**src/sv/ile_pkg.sv**
```systemverilog
// Package for the indexed list engine: beat structs, operation and status codes,
// state machine and cell command types. No dependencies.
package ile_pkg;

    localparam int DEPTH_DEF      = 1024;
    localparam int DATA_WIDTH_DEF = 64;
    localparam int WORD_W         = 64;
    localparam int IDX_W          = 10;
    localparam int CAP_W          = 11;

    typedef enum logic [2:0] {
        OP_PUSH   = 3'd0,
        OP_POP    = 3'd1,
        OP_BACK   = 3'd2,
        OP_GET    = 3'd3,
        OP_SET    = 3'd4,
        OP_INSERT = 3'd5,
        OP_REMOVE = 3'd6,
        OP_CLEAR  = 3'd7
    } t_op;

    typedef enum logic [1:0] {
        STS_OK    = 2'd0,
        STS_OOB   = 2'd1,
        STS_EMPTY = 2'd2,
        STS_FULL  = 2'd3
    } t_status;

    typedef enum logic [1:0] {
        S_IDLE,
        S_EXEC,
        S_READ,
        S_DONE
    } t_state;

    typedef enum logic [1:0] {
        CM_NONE,
        CM_WRITE,
        CM_SHR,
        CM_SHL
    } t_cell_mode;

    typedef struct packed {
        logic [2:0]        operation;
        logic [IDX_W-1:0]  index;
        logic [WORD_W-1:0] value;
    } t_in;

    typedef struct packed {
        logic [1:0]        status;
        logic [WORD_W-1:0] read_value;
        logic [CAP_W-1:0]  element_count;
        logic              is_empty;
    } t_out;

endpackage

```
**src/sv/ile_cell.sv**
```systemverilog
// One storage cell of the list row: holds one element and one stage of the read lane.
// Depends on ile_pkg.
module ile_cell #(
    parameter int DATA_WIDTH = ile_pkg::DATA_WIDTH_DEF,
    parameter int PW         = 10,
    parameter int POS        = 0
) (
    input  logic                   i_clk,
    input  logic                   i_rst_n,
    input  ile_pkg::t_cell_mode    i_mode,
    input  logic [PW-1:0]          i_target,
    input  logic [DATA_WIDTH-1:0]  i_value,
    input  logic [DATA_WIDTH-1:0]  i_left,
    input  logic [DATA_WIDTH-1:0]  i_right,
    output logic [DATA_WIDTH-1:0]  o_data,
    input  logic                   i_lane_vld,
    input  logic [PW-1:0]          i_lane_addr,
    input  logic [DATA_WIDTH-1:0]  i_lane_data,
    output logic                   o_lane_vld,
    output logic [PW-1:0]          o_lane_addr,
    output logic [DATA_WIDTH-1:0]  o_lane_data
);
    import ile_pkg::*;

    localparam logic [PW-1:0] POS_V = PW'(POS);

    logic [DATA_WIDTH-1:0] r_data;
    logic                  r_lane_vld;
    logic [PW-1:0]         r_lane_addr;
    logic [DATA_WIDTH-1:0] r_lane_data;

    // element: write in place, or take a neighbour's word on a shift
    always_ff @(posedge i_clk) begin
        case (i_mode)
            CM_WRITE: begin
                if (i_target == POS_V) r_data <= i_value;
            end
            CM_SHR: begin
                if (POS_V > i_target) r_data <= i_left;
                else if (POS_V == i_target) r_data <= i_value;
            end
            CM_SHL: begin
                if (POS_V >= i_target) r_data <= i_right;
            end
            default: ;
        endcase
    end

    // read lane: pass the beat on, dropping in our word at the addressed cell
    always_ff @(posedge i_clk) begin
        if (!i_rst_n) begin
            r_lane_vld <= 1'b0;
        end else begin
            r_lane_vld <= i_lane_vld;
        end
    end

    always_ff @(posedge i_clk) begin
        r_lane_addr <= i_lane_addr;
        r_lane_data <= (i_lane_addr == POS_V) ? r_data : i_lane_data;
    end

    assign o_data      = r_data;
    assign o_lane_vld  = r_lane_vld;
    assign o_lane_addr = r_lane_addr;
    assign o_lane_data = r_lane_data;

endmodule

```
**config.mk**
```make
export PLATFORM = sky130hd
export DESIGN_NAME = ile_cell
export DESIGN_NICKNAME = d
export VERILOG_FILES = /design/src/sv/ile_pkg.sv /design/src/sv/ile_cell.sv
export SDC_FILE = /design/constraint.sdc
export NUM_CORES = 1
export LEC_CHECK = 0
export BUFFER_PORTS_ARGS = -buffer_cell sky130_fd_sc_hd__buf_2
export CAP_MARGIN = 20
export CORE_AREA = 3 3 161 163
export DETAILED_ROUTE_END_ITERATION = 6
export DIE_AREA = 0 0 164 166
export GPL_TIMING_DRIVEN = 0
export PLACE_DENSITY = 0.52
export SLEW_MARGIN = 20
export SYNTH_ARGS = -nofsm -noshare
export SYNTH_HDL_FRONTEND = slang
export SYNTH_SLANG_ARGS = --single-unit
```
**constraint.sdc**
```tcl
create_clock -name i_clk -period 3.6 [get_ports i_clk]
set_input_delay 0 -clock i_clk [delete_from_list [all_inputs] [get_ports i_clk]]
set_output_delay 0 -clock i_clk [all_outputs]
set_load 0.01 [all_outputs]
```
==> impl_metrics.py, run 1 <==
metrics = {
    "outcome": {
        "status": "finished clean",
    },
    "critical_path": {
        "worst_ep_arrival_time_ns": 2.35,
        "path_delay_family": "buffers and inverters",
        "cp-start-kind": "input pin",
        "crit_type": "in2reg",
        "crit_fanout": 24,
        "crit_slowest_cell": "clkbuf_1",
        "path_common_cell": "clkbuf_1",
        "worst-path-buf-inv": 4,
        "worstPathRequired_ns": 3.71,
        "ff2ff_path_depth": 3,
        "r2r_slack_ns": 2.03,
        "r2r-end": "o_data[30]",
        "cp_cell_sequence": "buf_2, nor2_1, clkbuf_1, clkbuf_1, a31oi_1, nor2_4, buf_12",
        "rr_startpoint": "o_data[30]",
        "cpPeakStageDelay_ns": 0.62,
        "crit_path_end_kind": "flip-flop",
    },
    "logic_synthesis": {
        "syn-cell-area_mm2": 0.00615,
        "synth_seq_area_share": 0.557,
        "synth_nets": 817,
        "synth_area_per_cell_um2": 11.5,
        "synth-seq-cells": 139,
        "ys.warnings.count": 0,
        "yosysUniqueCellTypes": 20,
        "syn_inst": 536,
    },
    "cts": {
        "clock-sinks": 139,
        "clkLatencyLatePin_ns": 0.42,
        "cts_tree": "done",
        "h-tree-depth": 4,
        "clk_path_buf_depth": 2,
        "hold_buffers": 199,
        "root_buffer": "clkbuf_16",
        "cts_resized": 0,
        "clkTransAtPathRegs_ns": 0.06,
        "post_cts_buffers": 0,
        "cts_buffers": 17,
    },
    "global_route": {
        "grt_pass1_vias": 6992,
        "grt_max_degree": 26,
        "overflow": 0,
        "antenna_found_initial": 2,
        "grt_pass1_wl_um": 39900,
        "grt.busiest_layer": "met2",
        "gr-usage-met3": 0.0402,
        "grt_usage": 0.189,
        "gr-usage-met1": 0.228,
        "grt_util_met2": 0.340,
    },
    "run": {
        "maxCapViolations": 0,
    },
    "sta": {
        "slew_viol_final": 0,
        "fmax_ghz": 0.447,
        "tightest_slew_ns": 0.798,
        "final-setup-viol-count": 0,
        "rsz0062_at_grt": "no",
        "relSlewSlack": 0.468,
        "finClkSkew_ns": 0.0104,
        "period_minus_slack_ns": 2.24,
        "period_share": 0.621,
        "setup_ws_ns": 1.36,
        "finalHoldViolations": 0,
    },
    "detailed_routing": {
        "vias": 6857,
        "vias_per_cell": 4.74,
        "avgRoutedWirePerCell_um": 18.5,
        "drtIter0Drc": 427,
        "drt_wl_total_um": 26800,
        "drtAntennaViolNets": 0,
        "dr.pass1.iters": 5,
        "drc": 0,
    },
    "pwr": {
        "p_leak_nw": 4.57,
        "power.density_mw_per_mm2": 408,
        "ir_drop_mv": 0.268,
    },
    "placement": {
        "postPlaceCellArea_mm2": 0.00838,
        "globalplace.congestion": 0.849,
        "dp_hpwl_um": 18700,
        "place_ws_ns": 0.923,
        "io_buffer_count": 355,
    },
    "worst_hold_path": {
        "worstHoldStart": "i_value[17]",
        "hp-class": "in2reg",
        "worstHoldEndpoint": "o_data[17]",
        "worstHoldPathCells": 3,
    },
    "final_layout": {
        "n_antenna_cell": 0,
        "finalInstanceArea_mm2": 0.0109,
        "final_nets": 1392,
        "layout-drive-gt1-share": 0.447,
        "area_delta_synth_final_pct": 78.0,
        "n_fill_cell": 2335,
    },
    "floorplanning": {
        "die_y_um": 166,
        "core_region_area_mm2": 0.0245,
        "dieArea_mm2": 0.0272,
        "die_x_um": 164,
        "ioPinCount": 420,
        "initial_utilization": 0.251,
        "rows": 57,
    },
}
-- worst max-delay path by stage --
stage / from / end / slack [ns] / cells past startpoint
6_report: i_target[9] / o_data[47] / 1.36 / 7
5_1_grt: i_target[9] / o_data[47] / 1.18 / 7
4_1_cts: i_target[9] / o_data[24] / 1.35 / 7
3_5_place_dp: i_target[9] / o_data[23] / 0.92 / 7
3_3_place_gp: i_target[9] / o_data[27] / -1.10 / 6
2_1_floorplan: i_target[9] / o_data[0] / 0.67 / 5
-- worst min-delay path, delay by kind of cell --
family	cells	cell delay, ns
buffers and inverters	1	0.11
AOI/OAI and AO/OA	1	0.08
and+or+nand+nor	1	0.07
-- sequential cells by signal (all words and copies together), names as in the netlist --
| name | count |
|---|---|
| o_data | 64 |
| o_lane_vld | 1 |
| o_lane_data | 64 |
| o_lane_addr | 10 |
-- cell type report --
cell class	instances	area [um^2]	share of cell area
plain buffers	62	337	0.0307
clock buffers	19	475	0.0434
clock inverters	13	101	0.00926
multi-input cells	335	2400	0.219
flip-flops and latches	139	3420	0.313
well taps	324	405	0.0370
repair buffers	556	3810	0.348
-- layout by cell type, fill, tap and decap left out --
cell	n
buf_2	375
dlygate4sd3_1	199
dfxtp_1	75
nor2_1	67
a31oi_1	65
nand4_1	64
mux2_2	64
edfxtp_1	64
o31ai_1	52
clkbuf_1	27
clkbuf_16	19
o31ai_2	12
buf_6	7
buf_4	7
nor4_1	4
inv_6	4
inv_4	3
clkinv_4	3
clkinv_2	2
buf_12	2
or2_2	1
or4_4	1
or4_1	1
nand2_1	1
buf_1	1
nand3_1	1
nor2_4	1
and2_1	1
inv_8	1
-- routing by layer --
metal | vias to the layer above | part of all wire
met3 | 37 | 0.059
met5 | - | 0.00052
li1 | 3261 | -
met2 | 286 | 0.51
met1 | 3269 | 0.41
met4 | 4 | 0.017
-- synth_stat cells --
library cell	number	area share
dfxtp_1	75	0.24
nor2_1	68	0.042
a31oi_1	65	0.066
edfxtp_1	64	0.31
mux2_2	64	0.12
nand4_1	64	0.065
o31ai_1	52	0.063
clkbuf_1	27	0.016
buf_2	20	0.016
o31ai_2	12	0.024
buf_4	7	0.0085
buf_6	7	0.013
nor4_1	4	0.0041
and2_1	1	0.0010
buf_1	1	0.00061
nand2_1	1	0.00061
nand3_1	1	0.00081
or2_2	1	0.0010
or4_1	1	0.0012
or4_4	1	0.0018
-- stage by stage --
| step | TNS [ns] | hold WS (ns) | cells | util | total power [W] |
|---|---|---|---|---|---|
| 3_3_place_gp | -69.82 | 0.119 | 1215 | 0.341 | 0.00249 |
| 2_1_floorplan | 0 | 0.0277 | 536 | - | 0.00216 |
| 6_report | 0 | 0.0133 | 1448 | 0.447 | 0.00446 |
| 4_1_cts | 0 | 0.00229 | 1448 | 0.447 | 0.00450 |
| 5_1_grt | 0 | 0.00915 | 1448 | 0.447 | 0.00464 |
| 3_5_place_dp | 0 | 0.118 | 1217 | 0.342 | 0.00250 |
-- where the power goes --
part | internal, W | switching, W | total (W)
Clock | 0.000982 | 0.000786 | 0.00177
Combinational | 0.000458 | 0.000355 | 0.000813
Sequential | 0.00180 | 0.0000846 | 0.00188
-- cell families (layout without fill, tap and decap cells) --
group                  Yosys count  after routing  share of synthesized area
AND/OR/NAND/NOR                142            142                      0.117
AO/OA/AOI/OAI                  129            129                      0.154
flip-flops                     139            139                      0.557
multiplexers                    64             64                      0.117
buffers and inverters           62            650                     0.0547
Power figures use the tool's default switching activity.
==> run 2: changes to the inputs <==
- ABC_AREA: unset -> 1
- CORE_AREA: 3 3 161 163 -> 3 3 163 165
- DIE_AREA: 0 0 164 166 -> 0 0 166 168
- PLACE_DENSITY: 0.52 -> 0.54
- clock period: 3.6 -> 1.9 ns (I/O delays scaled with it)
==> impl_metrics.py, run 2 <==
metrics = {
    "critical_path": {
        "path_delay_family": "buffers and inverters",
        "crit_type": "in2reg",
        "worst_ep_arrival_time_ns": 2.09,
        "worstPathRequired_ns": 2.26,
        "cpPeakStageDelay_ns": 0.55,
        "worst-path-buf-inv": 4,
        "crit_fanout": 10,
        "cp-start-kind": "input pin",
        "cp_cell_sequence": "dlygate4sd3_1, buf_2, nor2_1, nand2_1, buf_2, clkbuf_1, o21ai_0, nand2_1",
        "crit_slowest_cell": "clkbuf_1",
        "crit_path_end_kind": "flip-flop",
    },
    "pwr": {
        "power.density_mw_per_mm2": 733,
        "ir_drop_mv": 0.498,
        "p_leak_nw": 5.53,
    },
    "sta": {
        "finalHoldViolations": 0,
        "relSlewSlack": 0.550,
        "finClkSkew_ns": 0.00967,
        "worst_hold_slack_ns": 0.0448,
        "fmax_ghz": 0.578,
        "period_minus_slack_ns": 1.73,
        "final-setup-viol-count": 0,
        "setup_ws_ns": 0.170,
        "period_share": 0.910,
        "slew_viol_final": 0,
        "tightest_slew_ns": 0.674,
        "rsz0062_at_grt": "no",
    },
    "global_route": {
        "grt_pass1_wl_um": 43800,
        "antenna_found_initial": 3,
        "grt_usage": 0.199,
        "grt_pass1_vias": 7839,
        "overflow": 0,
        "grt_max_degree": 20,
    },
    "final_layout": {
        "area_delta_synth_final_pct": 72.2,
        "regArea_mm2": 0.00342,
        "multi_input_area_mm2": 0.00281,
        "layout-drive-gt1-share": 0.352,
        "finalInstanceArea_mm2": 0.0118,
        "mostFrequentLayoutCells": "buf_2 (371), nand2_1 (261), dlygate4sd3_1 (202), nand3_1 (78), dfxtp_1 (75)",
        "final_nets": 1662,
        "n_fill_cell": 2476,
        "mostFrequentLayoutCell": "buf_2",
    },
    "detailed_routing": {
        "vias": 7588,
        "vias_per_cell": 4.40,
        "drtIter0Drc": 344,
        "dr.pass1.iters": 5,
        "drc": 0,
        "drtAntennaViolNets": 0,
        "drt_wl_total_um": 28600,
        "avgRoutedWirePerCell_um": 16.6,
    },
    "cts": {
        "h-tree-depth": 4,
        "clkTransAtPathRegs_ns": 0.07,
        "cts_buffers": 17,
        "clkLatencyLatePin_ns": 0.42,
        "root_buffer": "clkbuf_16",
        "clk_path_buf_depth": 2,
        "cts_tree": "done",
        "clock-sinks": 139,
    },
    "logic_synthesis": {
        "syn_inst": 802,
        "synth_nets": 1083,
        "synth_area_per_cell_um2": 8.54,
        "synth-edff-count": 64,
        "yosysTopAreaCell": "edfxtp_1",
        "postSynth.asyncResetShare": 0,
        "synth_common_cells": "nand2_1 (262), nand3_1 (78), dfxtp_1 (75)",
        "synth-seq-cells": 139,
        "synth_seq_area_share": 0.500,
        "synth_top_area_frac": 0.281,
        "syn-cell-area_mm2": 0.00685,
        "ys.warnings.count": 0,
        "synth.top_cells.by_area": "edfxtp_1 (28%), dfxtp_1 (22%), nand2_1 (14%)",
        "post-synth-top-count-cell": "nand2_1",
        "yosysUniqueCellTypes": 20,
        "synthFlopType": "dfxtp_1",
    },
    "floorplanning": {
        "initial_utilization": 0.272,
        "die_x_um": 166,
        "core_region_area_mm2": 0.0252,
        "die_y_um": 168,
        "dieArea_mm2": 0.0279,
        "ioPinCount": 420,
        "rows": 58,
    },
    "placement": {
        "globalplace.congestion": 0.811,
        "place_ws_ns": -0.255,
        "io_buffer_count": 355,
        "dp_hpwl_um": 20000,
        "postPlaceCellArea_mm2": 0.00917,
    },
    "run": {
        "maxCapViolations": 0,
    },
    "outcome": {
        "status": "finished clean",
    },
    "worst_hold_path": {
        "hp-class": "in2reg",
    },
}
## run 2: cell count changes in the layout (fill, tap and decap cells not counted), moves of 5 or more
cell,previous run,this run
nand4_1,64,0
o21ai_0,0,64
inv_1,0,67
nand3_1,1,78
clkbuf_1,27,21
mux2_2,64,0
a31oi_1,65,0
nand3_2,0,52
clkbuf_2,0,5
o31ai_1,52,0
o31ai_2,12,0
o21bai_1,0,64
nand2_1,1,261
nor2_1,67,6
## run 2: final timing paths
kind	startpoint	endpoint	slack [ns]	depth (start not counted)
worst min-delay path	i_value[35]	o_data[35]	0.04	5
worst min register to register	o_data[25]	o_lane_data[25]	0.49	2
worst max register to register	o_data[59]	o_data[59]	0.18	4
worst max-delay path	i_lane_addr[7]	o_lane_data[39]	0.17	8
## run 2: cell families (layout without fill, tap and decap cells)
group                  after synthesis  in the layout  share of synthesized area
DFF                                139            139                      0.500
buffers and inverters              129            721                     0.0945
other                                0              1                          0
AOI/OAI and AO/OA                  129            129                      0.118
and+or+nand+nor                    405            405                      0.288
## run 2: where the power goes
part / internal, W / switching, W / leakage [nW]
Clock: 0.00198 / 0.00140 / 0.290
Sequential: 0.00342 / 0.000173 / 1.28
Combinational: 0.000921 / 0.000734 / 3.96
Total: 0.00633 / 0.00231 / 5.53
## run 2: worst register-to-register path, cell delays in order (launching register included)
cell	delay [ns]
edfxtp_1	0.57
o21bai_1	0.23
nand3_1	0.08
nand2_1	0.05
dlygate4sd3_1	0.54
## run 2: layer usage
layer,track usage,routed length (um)
met1,0.241,12200
met2,0.349,14000
met3,0.0453,1770
met4,0.0684,656
met5,0,9
## run 2: area by class of cell
cell class | instances | share of cell area
repair buffers | 560 | 0.329
well taps | 330 | 0.0350
inverters | 68 | 0.0217
flip-flops and latches | 139 | 0.290
multi-input cells | 534 | 0.239
clock buffers | 22 | 0.0413
plain buffers | 61 | 0.0346
diodes | 1 | 0.000212
clock inverters | 10 | 0.00870
## run 2: through the flow
| stage | TNS, ns | power, W | utilization | instances |
|---|---|---|---|---|
| after global routing | 0 | 0.00902 | 0.468 | 1725 |
| final | 0 | 0.00864 | 0.468 | 1725 |
| after detailed placement | -6.30 | 0.00487 | 0.364 | 1490 |
| after CTS | 0 | 0.00871 | 0.468 | 1724 |
| after global placement | -76.26 | 0.00483 | 0.361 | 1487 |
| after floorplan | -7.02 | 0.00418 | - | 802 |
## run 2: what timing repair did
item | CTS | global route
endpoints found under the hold margin | 139 | 0
gates resized for setup | 0 | 1
hold buffers | 202 | 0
endpoints found under the setup margin | 0 | 1
setup buffers | 0 | 0
